[src/kab_pkg.sv]
package kab_pkg;

	localparam int DATA_WIDTH_DEF = 32;

	localparam int IO_W     = 32;
	localparam int DT_W     = 24;
	localparam int NOISE_W  = 31;
	localparam int COV_W    = 32;
	localparam int GAIN_W   = 32;
	localparam int INNER_W  = COV_W + 2;
	localparam int SUM_W    = COV_W + 2;

	localparam int CFG_IDX_W  = 8;
	localparam int CFG_DATA_W = 32;

	localparam int CHUNK_W  = 24;
	localparam int SHIFT_LO = 24;
	localparam int SHIFT_HI = 30;

	localparam int DIV_W         = 32;
	localparam int DIV_STEP_BITS = 2;
	localparam int DIV_CYC       = DIV_W / DIV_STEP_BITS;
	localparam int DIV_CNT_W     = $clog2(DIV_CYC);

	localparam logic [DT_W-1:0]    DT_RST    = 24'd167772;
	localparam logic [NOISE_W-1:0] QA_RST    = 31'd1073742;
	localparam logic [NOISE_W-1:0] QB_RST    = 31'd3221225;
	localparam logic [NOISE_W-1:0] R_RST     = 31'd32212255;
	localparam logic [COV_W-1:0]   COV_ONE   = 32'h4000_0000;
	localparam logic [COV_W-1:0]   COV_MAX   = 32'h7FFF_FFFF;
	localparam logic [COV_W-1:0]   COV_MIN   = 32'h8000_0000;

	typedef enum logic [CFG_IDX_W-1:0] {
		REG_SAMPLE_PERIOD = 8'd0,
		REG_ANGLE_NOISE   = 8'd1,
		REG_BIAS_NOISE    = 8'd2,
		REG_MEAS_NOISE    = 8'd3
	} cfg_reg_t;

	typedef enum logic [4:0] {
		S_IDLE,
		S_ANG_PRED,
		S_DP,
		S_INNER,
		S_P00_PRED,
		S_COV_PRED,
		S_DIV_INIT,
		S_DIV_RUN,
		S_DIV_END,
		S_INNOV,
		S_ANG_COR,
		S_BIAS_COR,
		S_COV_P10,
		S_COV_P11,
		S_COV_P00,
		S_COV_P01,
		S_RESULT
	} step_t;

	typedef enum logic [1:0] {
		PH_LO,
		PH_HI,
		PH_ACC,
		PH_WB
	} mul_ph_t;

endpackage

[src/kab_if.sv]
interface kab_meas_if;
	logic                              valid;
	logic                              ready;
	logic signed [kab_pkg::IO_W-1:0]   measured_angle;
	logic signed [kab_pkg::IO_W-1:0]   measured_rate;

	modport source (output valid, output measured_angle, output measured_rate, input ready);
	modport sink   (input valid, input measured_angle, input measured_rate, output ready);
endinterface

interface kab_est_if;
	logic                              valid;
	logic                              ready;
	logic signed [kab_pkg::IO_W-1:0]   filtered_angle;
	logic signed [kab_pkg::IO_W-1:0]   bias_estimate;
	logic signed [kab_pkg::IO_W-1:0]   corrected_rate;

	modport source (output valid, output filtered_angle, output bias_estimate,
		output corrected_rate, input ready);
	modport sink   (input valid, input filtered_angle, input bias_estimate,
		input corrected_rate, output ready);
endinterface

interface kab_cfg_if;
	logic                                 valid;
	logic                                 ready;
	logic [kab_pkg::CFG_IDX_W-1:0]        index;
	logic [kab_pkg::CFG_DATA_W-1:0]       data;

	modport source (output valid, output index, output data, input ready);
	modport sink   (input valid, input index, input data, output ready);
endinterface

[src/kalman_angle_bias_filter_unit.sv]
// Two-state angle / gyro-bias Kalman filter, fixed point.
//
// meas: one request per sample, measured angle and gyro rate (signed Q16.16).
// est:  one request per sample, filtered angle, bias estimate and corrected
//       rate (signed Q16.16, saturated).
// cfg:  register writes (sample period, process noises, measurement noise);
//       always ready, to be used only while the filter is idle.
//
// Timing: meas.ready is high only while idle. The time per sample is set by one
// shared 25x32 multiplier (nine products) and one divider that retires two
// quotient bits per cycle (two gains). A new request is taken only after the
// result of the last one is loaded into the output register.
//
// The result sits in an output register: a stalled receiver does not block
// the next request. If that register is still full when the next result is
// done, the filter holds until est.ready frees it.
//
// Reset: angle, bias and rate clear to zero, the covariance returns to the
// identity and the registers return to their defaults.
module kalman_angle_bias_filter_unit #(
	parameter int DATA_WIDTH = kab_pkg::DATA_WIDTH_DEF
) (
	input  logic       clk,
	input  logic       arst_n,
	kab_meas_if.sink   meas,
	kab_est_if.source  est,
	kab_cfg_if.sink    cfg
);

	localparam int DW   = DATA_WIDTH;
	localparam int AW   = ((DW > 33) ? DW : 33) + 1;
	localparam int LW   = kab_pkg::CHUNK_W;
	localparam int CW   = ((AW - LW) > (LW + 1)) ? (AW - LW) : (LW + 1);
	localparam int BW   = kab_pkg::GAIN_W;
	localparam int PW   = CW + BW;
	localparam int ACCW = AW + BW + 1;
	localparam int QW   = kab_pkg::DIV_W;
	localparam logic [ACCW-1:0] RND_LO = ACCW'({kab_pkg::SHIFT_LO{1'b1}});
	localparam logic [ACCW-1:0] RND_HI = ACCW'({kab_pkg::SHIFT_HI{1'b1}});

	function automatic logic signed [DW-1:0] sat_dw(input logic signed [ACCW-1:0] v);
		logic all_one;
		logic all_zero;
		all_one  = &v[ACCW-1:DW-1];
		all_zero = ~|v[ACCW-1:DW-1];
		if (all_one || all_zero) begin
			return v[DW-1:0];
		end
		return v[ACCW-1] ? {1'b1, {(DW-1){1'b0}}} : {1'b0, {(DW-1){1'b1}}};
	endfunction

	function automatic logic signed [kab_pkg::COV_W-1:0] sat32(
		input logic signed [ACCW-1:0] v);
		logic all_one;
		logic all_zero;
		all_one  = &v[ACCW-1:kab_pkg::COV_W-1];
		all_zero = ~|v[ACCW-1:kab_pkg::COV_W-1];
		if (all_one || all_zero) begin
			return v[kab_pkg::COV_W-1:0];
		end
		return v[ACCW-1] ? kab_pkg::COV_MIN : kab_pkg::COV_MAX;
	endfunction

	kab_pkg::step_t   state_q, state_d;
	kab_pkg::mul_ph_t ph_q, ph_d;

	logic [kab_pkg::DT_W-1:0]    dt_q;
	logic [kab_pkg::NOISE_W-1:0] qa_q, qb_q, r_q;

	logic signed [DW-1:0]             angle_q, bias_q, rate_q;
	logic signed [kab_pkg::COV_W-1:0] p00_q, p01_q, p10_q, p11_q;

	logic signed [kab_pkg::IO_W-1:0]    m_angle_q;
	logic signed [kab_pkg::COV_W-1:0]   dp_q;
	logic signed [kab_pkg::INNER_W-1:0] inner_q;
	logic signed [kab_pkg::SUM_W-1:0]   s_q;
	logic signed [kab_pkg::GAIN_W-1:0]  k0_q, k1_q;
	logic signed [AW-1:0]               y_q;

	logic signed [PW-1:0]   prod_q;
	logic signed [ACCW-1:0] acc_q;

	logic [QW-1:0]                 rem_q, num_q, den_q, quo_q;
	logic [kab_pkg::DIV_CNT_W-1:0] cnt_q;
	logic                          neg_q, ovf_q, dzero_q, ksel_q;

	logic signed [kab_pkg::IO_W-1:0] out_angle_q, out_bias_q, out_rate_q;
	logic                            out_valid_q;

	logic                   mul_en, mul_sub, mul_s30;
	logic signed [AW-1:0]   mul_a, mul_add;
	logic signed [BW-1:0]   mul_b;
	logic signed [CW-1:0]   mul_chunk;
	logic signed [PW-1:0]   mult_out;
	logic signed [ACCW-1:0] prod_ext, add_sh, acc_init, mul_res;

	logic [QW-1:0]                  rem_n, num_n, quo_n;
	logic [QW-1:0]                  pabs, dabs;
	logic signed [kab_pkg::COV_W-1:0] div_p;
	logic signed [kab_pkg::GAIN_W-1:0] kval;

	logic in_take, res_load, div_last;

	assign in_take  = meas.valid && meas.ready;
	assign res_load = (state_q == kab_pkg::S_RESULT) && (!out_valid_q || est.ready);
	assign div_last = (cnt_q == kab_pkg::DIV_CNT_W'(kab_pkg::DIV_CYC - 1));

	always_comb begin
		state_d = state_q;
		unique case (state_q)
			kab_pkg::S_IDLE:     if (meas.valid) state_d = kab_pkg::S_ANG_PRED;
			kab_pkg::S_ANG_PRED: if (ph_q == kab_pkg::PH_WB) state_d = kab_pkg::S_DP;
			kab_pkg::S_DP:       if (ph_q == kab_pkg::PH_WB) state_d = kab_pkg::S_INNER;
			kab_pkg::S_INNER:    state_d = kab_pkg::S_P00_PRED;
			kab_pkg::S_P00_PRED: if (ph_q == kab_pkg::PH_WB) state_d = kab_pkg::S_COV_PRED;
			kab_pkg::S_COV_PRED: state_d = kab_pkg::S_DIV_INIT;
			kab_pkg::S_DIV_INIT: state_d = kab_pkg::S_DIV_RUN;
			kab_pkg::S_DIV_RUN:  if (div_last) state_d = kab_pkg::S_DIV_END;
			kab_pkg::S_DIV_END:  state_d = ksel_q ? kab_pkg::S_INNOV : kab_pkg::S_DIV_INIT;
			kab_pkg::S_INNOV:    state_d = kab_pkg::S_ANG_COR;
			kab_pkg::S_ANG_COR:  if (ph_q == kab_pkg::PH_WB) state_d = kab_pkg::S_BIAS_COR;
			kab_pkg::S_BIAS_COR: if (ph_q == kab_pkg::PH_WB) state_d = kab_pkg::S_COV_P10;
			kab_pkg::S_COV_P10:  if (ph_q == kab_pkg::PH_WB) state_d = kab_pkg::S_COV_P11;
			kab_pkg::S_COV_P11:  if (ph_q == kab_pkg::PH_WB) state_d = kab_pkg::S_COV_P00;
			kab_pkg::S_COV_P00:  if (ph_q == kab_pkg::PH_WB) state_d = kab_pkg::S_COV_P01;
			kab_pkg::S_COV_P01:  if (ph_q == kab_pkg::PH_WB) state_d = kab_pkg::S_RESULT;
			kab_pkg::S_RESULT:   if (!out_valid_q || est.ready) state_d = kab_pkg::S_IDLE;
			default:             state_d = kab_pkg::S_IDLE;
		endcase
	end

	always_comb begin
		meas.ready = (state_q == kab_pkg::S_IDLE);
		cfg.ready  = 1'b1;
		mul_en     = 1'b0;
		mul_sub    = 1'b0;
		mul_s30    = 1'b0;
		mul_a      = '0;
		mul_b      = '0;
		mul_add    = '0;
		unique case (state_q)
			kab_pkg::S_ANG_PRED: begin
				mul_en  = 1'b1;
				mul_a   = AW'(rate_q);
				mul_b   = BW'(dt_q);
				mul_add = AW'(angle_q);
			end
			kab_pkg::S_DP: begin
				mul_en  = 1'b1;
				mul_a   = AW'(p11_q);
				mul_b   = BW'(dt_q);
			end
			kab_pkg::S_P00_PRED: begin
				mul_en  = 1'b1;
				mul_a   = AW'(inner_q);
				mul_b   = BW'(dt_q);
				mul_add = AW'(p00_q);
			end
			kab_pkg::S_ANG_COR: begin
				mul_en  = 1'b1;
				mul_s30 = 1'b1;
				mul_a   = y_q;
				mul_b   = k0_q;
				mul_add = AW'(angle_q);
			end
			kab_pkg::S_BIAS_COR: begin
				mul_en  = 1'b1;
				mul_s30 = 1'b1;
				mul_a   = y_q;
				mul_b   = k1_q;
				mul_add = AW'(bias_q);
			end
			kab_pkg::S_COV_P10: begin
				mul_en  = 1'b1;
				mul_s30 = 1'b1;
				mul_sub = 1'b1;
				mul_a   = AW'(p00_q);
				mul_b   = k1_q;
				mul_add = AW'(p10_q);
			end
			kab_pkg::S_COV_P11: begin
				mul_en  = 1'b1;
				mul_s30 = 1'b1;
				mul_sub = 1'b1;
				mul_a   = AW'(p01_q);
				mul_b   = k1_q;
				mul_add = AW'(p11_q);
			end
			kab_pkg::S_COV_P00: begin
				mul_en  = 1'b1;
				mul_s30 = 1'b1;
				mul_sub = 1'b1;
				mul_a   = AW'(p00_q);
				mul_b   = k0_q;
				mul_add = AW'(p00_q);
			end
			kab_pkg::S_COV_P01: begin
				mul_en  = 1'b1;
				mul_s30 = 1'b1;
				mul_sub = 1'b1;
				mul_a   = AW'(p01_q);
				mul_b   = k0_q;
				mul_add = AW'(p01_q);
			end
			default: begin
			end
		endcase
	end

	always_comb begin
		ph_d = kab_pkg::PH_LO;
		if (mul_en) begin
			unique case (ph_q)
				kab_pkg::PH_LO:  ph_d = kab_pkg::PH_HI;
				kab_pkg::PH_HI:  ph_d = kab_pkg::PH_ACC;
				kab_pkg::PH_ACC: ph_d = kab_pkg::PH_WB;
				kab_pkg::PH_WB:  ph_d = kab_pkg::PH_LO;
				default:         ph_d = kab_pkg::PH_LO;
			endcase
		end
	end

	// addend + floor(a*b / 2^s) or addend - floor(a*b / 2^s), built from two partial products
	always_comb begin
		if (ph_q == kab_pkg::PH_LO) begin
			mul_chunk = CW'($signed({1'b0, mul_a[LW-1:0]}));
		end else begin
			mul_chunk = CW'($signed(mul_a[AW-1:LW]));
		end
		mult_out = mul_chunk * mul_b;
		prod_ext = ACCW'(prod_q);
		add_sh   = mul_s30 ? (ACCW'(mul_add) <<< kab_pkg::SHIFT_HI)
			: (ACCW'(mul_add) <<< kab_pkg::SHIFT_LO);
		if (mul_sub) begin
			acc_init = (add_sh | (mul_s30 ? RND_HI : RND_LO)) - prod_ext;
		end else begin
			acc_init = add_sh + prod_ext;
		end
		mul_res = mul_s30 ? (acc_q >>> kab_pkg::SHIFT_HI) : (acc_q >>> kab_pkg::SHIFT_LO);
	end

	always_comb begin
		logic [QW:0] trial;
		rem_n = rem_q;
		num_n = num_q;
		quo_n = quo_q;
		for (int j = 0; j < kab_pkg::DIV_STEP_BITS; j++) begin
			trial = {rem_n, num_n[QW-1]};
			num_n = {num_n[QW-2:0], 1'b0};
			if (trial >= {1'b0, den_q}) begin
				rem_n = QW'(trial - {1'b0, den_q});
				quo_n = {quo_n[QW-2:0], 1'b1};
			end else begin
				rem_n = trial[QW-1:0];
				quo_n = {quo_n[QW-2:0], 1'b0};
			end
		end
	end

	always_comb begin
		div_p = ksel_q ? p10_q : p00_q;
		pabs  = div_p[kab_pkg::COV_W-1] ? QW'(-div_p) : QW'(div_p);
		dabs  = s_q[kab_pkg::SUM_W-1] ? QW'(-s_q) : QW'(s_q);
		if (dzero_q) begin
			kval = '0;
		end else if (neg_q) begin
			kval = (ovf_q || (quo_q > kab_pkg::COV_MIN)) ? kab_pkg::COV_MIN : QW'(-quo_q);
		end else begin
			kval = (ovf_q || quo_q[QW-1]) ? kab_pkg::COV_MAX : quo_q;
		end
	end

	always_ff @(posedge clk or negedge arst_n) begin
		if (!arst_n) begin
			state_q     <= kab_pkg::S_IDLE;
			ph_q        <= kab_pkg::PH_LO;
			ksel_q      <= 1'b0;
			out_valid_q <= 1'b0;
			dt_q        <= kab_pkg::DT_RST;
			qa_q        <= kab_pkg::QA_RST;
			qb_q        <= kab_pkg::QB_RST;
			r_q         <= kab_pkg::R_RST;
			angle_q     <= '0;
			bias_q      <= '0;
			rate_q      <= '0;
			p00_q       <= kab_pkg::COV_ONE;
			p01_q       <= '0;
			p10_q       <= '0;
			p11_q       <= kab_pkg::COV_ONE;
		end else begin
			state_q <= state_d;
			ph_q    <= ph_d;

			if (res_load) begin
				out_valid_q <= 1'b1;
			end else if (est.ready) begin
				out_valid_q <= 1'b0;
			end

			if (cfg.valid) begin
				unique case (cfg.index)
					kab_pkg::REG_SAMPLE_PERIOD: dt_q <= cfg.data[kab_pkg::DT_W-1:0];
					kab_pkg::REG_ANGLE_NOISE:   qa_q <= cfg.data[kab_pkg::NOISE_W-1:0];
					kab_pkg::REG_BIAS_NOISE:    qb_q <= cfg.data[kab_pkg::NOISE_W-1:0];
					kab_pkg::REG_MEAS_NOISE:    r_q  <= cfg.data[kab_pkg::NOISE_W-1:0];
					default: begin
					end
				endcase
			end

			if (in_take) begin
				rate_q <= sat_dw(ACCW'(meas.measured_rate) - ACCW'(bias_q));
			end

			if (state_q == kab_pkg::S_COV_PRED) begin
				p01_q <= sat32(ACCW'(p01_q) - ACCW'(dp_q));
				p10_q <= sat32(ACCW'(p10_q) - ACCW'(dp_q));
				p11_q <= sat32(ACCW'(p11_q) + ACCW'($signed({1'b0, qb_q})));
			end

			if (state_q == kab_pkg::S_DIV_END) begin
				ksel_q <= ~ksel_q;
			end

			if (ph_q == kab_pkg::PH_WB) begin
				unique case (state_q)
					kab_pkg::S_ANG_PRED, kab_pkg::S_ANG_COR: angle_q <= sat_dw(mul_res);
					kab_pkg::S_BIAS_COR: bias_q <= sat_dw(mul_res);
					kab_pkg::S_P00_PRED, kab_pkg::S_COV_P00: p00_q <= sat32(mul_res);
					kab_pkg::S_COV_P01: p01_q <= sat32(mul_res);
					kab_pkg::S_COV_P10: p10_q <= sat32(mul_res);
					kab_pkg::S_COV_P11: p11_q <= sat32(mul_res);
					default: begin
					end
				endcase
			end
		end
	end

	always_ff @(posedge clk) begin
		if (in_take) begin
			m_angle_q <= meas.measured_angle;
		end

		if (mul_en) begin
			unique case (ph_q)
				kab_pkg::PH_LO: prod_q <= mult_out;
				kab_pkg::PH_HI: begin
					prod_q <= mult_out;
					acc_q  <= acc_init;
				end
				kab_pkg::PH_ACC: begin
					if (mul_sub) begin
						acc_q <= acc_q - (prod_ext <<< kab_pkg::CHUNK_W);
					end else begin
						acc_q <= acc_q + (prod_ext <<< kab_pkg::CHUNK_W);
					end
				end
				default: begin
				end
			endcase
		end

		if ((state_q == kab_pkg::S_DP) && (ph_q == kab_pkg::PH_WB)) begin
			dp_q <= sat32(mul_res);
		end

		if (state_q == kab_pkg::S_INNER) begin
			inner_q <= kab_pkg::INNER_W'(dp_q) - kab_pkg::INNER_W'(p01_q)
				- kab_pkg::INNER_W'(p10_q) + kab_pkg::INNER_W'($signed({1'b0, qa_q}));
		end

		if (state_q == kab_pkg::S_COV_PRED) begin
			s_q <= kab_pkg::SUM_W'(p00_q) + kab_pkg::SUM_W'($signed({1'b0, r_q}));
		end

		unique case (state_q)
			kab_pkg::S_DIV_INIT: begin
				rem_q   <= QW'(pabs[QW-1:2]);
				num_q   <= {pabs[1:0], {(QW-2){1'b0}}};
				den_q   <= dabs;
				quo_q   <= '0;
				cnt_q   <= '0;
				neg_q   <= div_p[kab_pkg::COV_W-1] ^ s_q[kab_pkg::SUM_W-1];
				ovf_q   <= (QW'(pabs[QW-1:2]) >= dabs);
				dzero_q <= (s_q == '0);
			end
			kab_pkg::S_DIV_RUN: begin
				rem_q <= rem_n;
				num_q <= num_n;
				quo_q <= quo_n;
				cnt_q <= cnt_q + 1'b1;
			end
			kab_pkg::S_DIV_END: begin
				if (ksel_q) begin
					k1_q <= kval;
				end else begin
					k0_q <= kval;
				end
			end
			kab_pkg::S_INNOV: begin
				y_q <= AW'(m_angle_q) - AW'(angle_q);
			end
			default: begin
			end
		endcase

		if (res_load) begin
			out_angle_q <= sat32(ACCW'(angle_q));
			out_bias_q  <= sat32(ACCW'(bias_q));
			out_rate_q  <= sat32(ACCW'(rate_q));
		end
	end

	assign est.valid          = out_valid_q;
	assign est.filtered_angle = out_angle_q;
	assign est.bias_estimate  = out_bias_q;
	assign est.corrected_rate = out_rate_q;

endmodule

[src/flat_wrapper.sv]
// flat-port wrapper written by rule: the top's interface ports become plain ports
module kalman_angle_bias_filter_unit_flat 
#(
	parameter int DATA_WIDTH = kab_pkg::DATA_WIDTH_DEF
)
  (clk, arst_n, meas_valid, meas_measured_angle, meas_measured_rate, meas_ready, est_valid, est_filtered_angle, est_bias_estimate, est_corrected_rate, est_ready, cfg_valid, cfg_index, cfg_data, cfg_ready);
  kab_meas_if meas_i ();
  kab_est_if est_i ();
  kab_cfg_if cfg_i ();
  input  logic clk;
  input  logic arst_n;
  input wire logic [$bits(meas_i.valid)-1:0] meas_valid;
  input wire logic [$bits(meas_i.measured_angle)-1:0] meas_measured_angle;
  input wire logic [$bits(meas_i.measured_rate)-1:0] meas_measured_rate;
  output wire logic [$bits(meas_i.ready)-1:0] meas_ready;
  output wire logic [$bits(est_i.valid)-1:0] est_valid;
  output wire logic [$bits(est_i.filtered_angle)-1:0] est_filtered_angle;
  output wire logic [$bits(est_i.bias_estimate)-1:0] est_bias_estimate;
  output wire logic [$bits(est_i.corrected_rate)-1:0] est_corrected_rate;
  input wire logic [$bits(est_i.ready)-1:0] est_ready;
  input wire logic [$bits(cfg_i.valid)-1:0] cfg_valid;
  input wire logic [$bits(cfg_i.index)-1:0] cfg_index;
  input wire logic [$bits(cfg_i.data)-1:0] cfg_data;
  output wire logic [$bits(cfg_i.ready)-1:0] cfg_ready;
  assign meas_i.valid = meas_valid;
  assign meas_i.measured_angle = meas_measured_angle;
  assign meas_i.measured_rate = meas_measured_rate;
  assign meas_ready = meas_i.ready;
  assign est_valid = est_i.valid;
  assign est_filtered_angle = est_i.filtered_angle;
  assign est_bias_estimate = est_i.bias_estimate;
  assign est_corrected_rate = est_i.corrected_rate;
  assign est_i.ready = est_ready;
  assign cfg_i.valid = cfg_valid;
  assign cfg_i.index = cfg_index;
  assign cfg_i.data = cfg_data;
  assign cfg_ready = cfg_i.ready;
  kalman_angle_bias_filter_unit #(.DATA_WIDTH(DATA_WIDTH)) u_core (.clk(clk), .arst_n(arst_n), .meas(meas_i), .est(est_i), .cfg(cfg_i));
endmodule
[config.mk]
export PLATFORM = sky130hd
export DESIGN_NAME = kalman_angle_bias_filter_unit_flat
export DESIGN_NICKNAME = d
export VERILOG_FILES = /design/src/kab_pkg.sv /design/src/kab_if.sv /design/src/kalman_angle_bias_filter_unit.sv /design/src/flat_wrapper.sv
export SDC_FILE = /design/constraint.sdc
export NUM_CORES = 2
export LEC_CHECK = 0
export BUFFER_PORTS_ARGS = -buffer_cell sky130_fd_sc_hd__buf_2
export CORE_MARGIN = 10
export CORE_UTILIZATION = 40
export DETAILED_ROUTE_END_ITERATION = 7
export SLEW_MARGIN = 10
export SYNTH_ARGS = -nofsm -noshare
export SYNTH_HDL_FRONTEND = slang
export SYNTH_SLANG_ARGS = --single-unit
[constraint.sdc]
create_clock -name clk -period 13.3 [get_ports clk]
set_clock_uncertainty 0.05 [all_clocks]
set_input_delay 1.995 -clock clk [delete_from_list [all_inputs] [get_ports clk]]
set_output_delay 1.995 -clock clk [all_outputs]
set_load 0.03 [all_outputs]
==> impl_results.md <==
- Mux share of post-synthesis cell area: 3.116%
- Most used cell, CP: fa_1
- Vias per cell: 5.764
- Vias in the first global route: 71232
- H-tree lvl count: 3
- Syn nets: 11033
- Post-Layout Cell Count: 12542
- Layout cells sized above 1: 8.805%
- Dpl cells: 12330
- CTS Hold Bufs: 0
- Aggregate global-route resource usage: 25.79%
- DR vias: 72295
- Worst Path Buf+Inv: 10
- Drt total wl: 318700 µm
- Slowest-stage cell, CP: dfrtp_1
- Final number of hold-violating endpoints: 0
- Slew HR: 13.04%
- Post-layout nets: 11085
- FP Rows: 172
- Reg clk slew, reported paths: 0.06 ns
- Crit path DAT: 12.03 ns
- Synth top area share: 20.22%
- Number of port buffers: 205
- CP top delay family: adder cells
- First-pass GRT wire length: 471800 µm
- CTS buffer count: 106
- Initial core utilization: 40.24%
- Fraction of registers with async set/reset: 39.82%
- GPL Wtd Cong: 0.9990
- Setup TNS: 0 ns
- DIE WIDTH: 490.4 µm
- Required time of the critical path: 13.75 ns
- Clock Latency Late Sink: 0.79 ns
- TritonCTS clock tree: done
- Synthesized instance count: 9428
- Hold WC Path Type: register to register
- Pins Over Slew Limit: 0
- Synth Register Bits: 879
- Antenna viol nets, final: 0
- Setup CP Type: register to register
- Endpoint class of the critical path: register
- Die Span Y: 490.4 µm
- DRT Pass-1 Iters: 8
- Clock sink count: 879
- RSZ-0062 raised after global routing: no
- Root Buffer: clkbuf_16
- Post-synthesis xor/xnor area fraction: 4.532%
- # IOs: 208
- Max cap viols: 0
- Top achievable clock speed: 86.35 MHz
- Grt ovf: 0
- Top FF cell, synth: edfxtp_1
- Largest net degree at the start of global routing: 165
- Largest stage delay, worst path: 0.79 ns
- Area Overhead vs Synth: 9.372%
- Clock tree buffer depth: 3
- Synth Area in Adders: 29.08%
- CTS resizes: 0
- Top post-synthesis cells by area: fa_1 (20%), edfxtp_1 (18%), dfrtp_1 (8.6%), ha_1 (8.5%), inv_1 (5.4%)
- Min Tclk post-route: 11.58 ns
- Status: complete, no violations
- Register area share after synthesis: 27.91%
- Cell area after synthesis: 0.08851 mm²
- Initial DRC Count: 7648
- Hold WS: 0.4593 ns
- Crit path launch type: register
- Post-synthesis compound-gate area fraction: 15.58%
- Synth Area in Simple Gates: 12.63%
- Average size of a mapped cell: 9.388 µm²
- Ys Warns: 0
- Fillers: 21228
- Period utilisation layout: 87.07%
- # Post-CTS Setup Buffers: 0
- DRC violation count after routing: 0
- Leading area contributor after synthesis: fa_1
- Unique masters post-synth: 90
- Final HPWL DP: 255900 µm
- Worst Tran Pin Value: 1.304 ns
- Final Setup Violations: 0
- EDFF count, synth: 529
- Max FO, Critical Path: 26
- Largest family of logic cells by synthesized area: adder cells
- DIE AREA: 0.2405 mm²
- Total core area: 0.2199 mm²
- Initial antenna violation count: 12
- Routed wire per std cell: 25.41 µm
[sequential cells by signal, indices dropped and copies added (netlist names), 33 cells and up]
register        cells
u_core.y_q         33
u_core.acc_q       43
u_core.prod_q      57
u_core.s_q         33
u_core.inner_q     34
[stage by stage]
stage	worst slack, ns	cell area, µm²	util (%)
after global placement	2.014	93130	42.34
after global routing	1.245	96790	44.01
after detailed placement	1.933	93130	42.34
final	1.719	96810	44.01
after CTS	1.872	96780	44.00
after floorplan	3.731	88510	-
[layout by cell type, fill, tap and decap left out, drive strengths merged, types with 121 or more instances in the layout]
cell | synthesis | routed
clkbuf | 371 | 139
o21ai | 468 | 468
a21oi | 580 | 580
nand2 | 873 | 873
mux2 | 148 | 148
xor2 | 154 | 154
dfrtp | 304 | 304
a22oi | 121 | 121
ha | 602 | 602
nor3 | 142 | 142
a21o | 202 | 202
nor2 | 832 | 832
inv | 1268 | 1276
fa | 894 | 894
xnor2 | 304 | 304
buf | 38 | 353
edfxtp | 529 | 529
[worst paths after layout]
kind | startpoint | end | slack, ns | cells after the start
min reg2reg | u_core.dt_q[23]$_DFFE_PN0P_ | u_core.dt_q[23]$_DFFE_PN0P_ | 0.46 | 1
min in group asynchronous | arst_n | u_core.qa_q[29]$_DFFE_PN0P_ | 1.22 | 1
max in group asynchronous | arst_n | u_core.rate_q[10]$_DFFE_PN0P_ | 10.34 | 2
max | u_core.state_q[1]$_DFFE_PN0P_ | u_core.prod_q[56]$_DFFE_PP_ | 1.72 | 36
max reg2reg | u_core.state_q[1]$_DFFE_PN0P_ | u_core.prod_q[56]$_DFFE_PP_ | 1.72 | 36
min | u_core.dt_q[23]$_DFFE_PN0P_ | u_core.dt_q[23]$_DFFE_PN0P_ | 0.46 | 1
[synthesized netlist by cell type (43+ instances only)]
cell,n
inv_1,1268
fa_1,894
nand2_1,873
nor2_1,832
ha_1,602
a21oi_1,580
edfxtp_1,529
o21ai_0,451
clkbuf_1,371
dfrtp_1,304
xnor2_1,304
a21o_1,202
xor2_1,154
mux2_2,148
nor3_1,142
a22oi_1,121
mux2i_1,109
o21a_1,107
and2_1,91
nand2b_1,90
nand3_1,89
and3_1,85
a211oi_1,77
a31oi_1,66
nor2b_1,66
o21bai_1,53
o22ai_1,53
a222oi_1,51
nand4_1,51
or3_1,49
dfstp_2,46
o31ai_1,43
[area by class of cell]
cell class / instances / area, µm² / share of cell area, %
timing repair buffer: 353 / 2172 / 2.244
tap: 2958 / 3701 / 3.823
inverter: 1270 / 4768 / 4.926
antenna: 10 / 25.02 / 0.02585
clock buffer: 139 / 2888 / 2.983
clock inverter: 63 / 762.0 / 0.7871
multi-input combinational: 6870 / 57790 / 59.69
sequential: 879 / 24700 / 25.52
[metal layers]
metal	up-vias	wire length, µm	share of wire, %	GRT usage [%]
met5	-	38	0.012	0
li1	32266	-	-	-
met1	36109	137700	43	36.93
met4	6	15740	4.9	10.63
met3	490	32420	10	5.832
met2	3424	132800	42	37.44
[kinds of logic (layout without fill, tap and decap cells)]
family	after synthesis	in the layout
AO/OA/AOI/OAI	2133	2133
XOR/XNOR	458	458
adder cells (fa/ha/maj)	1527	1527
buffers and inverters	1679	1825
flip-flops	879	879
multiplexers	257	257
other	1	11
AND/OR/NAND/NOR	2494	2494
[worst register-to-register path: cells and delay by family, from the launching register on]
kind	cells	cell delay [ns]
AND/OR/NAND/NOR	7	1.48
adder cells (fa/ha/maj)	8	3.87
XOR/XNOR	1	0.15
buffers and inverters	10	1.87
AO/OA/AOI/OAI	10	3.08
flip-flops	1	0.79
Power is left out: the tool's default activity adds up to more than one toggle a clock period on the data nets, which glitch-free logic cannot reach.
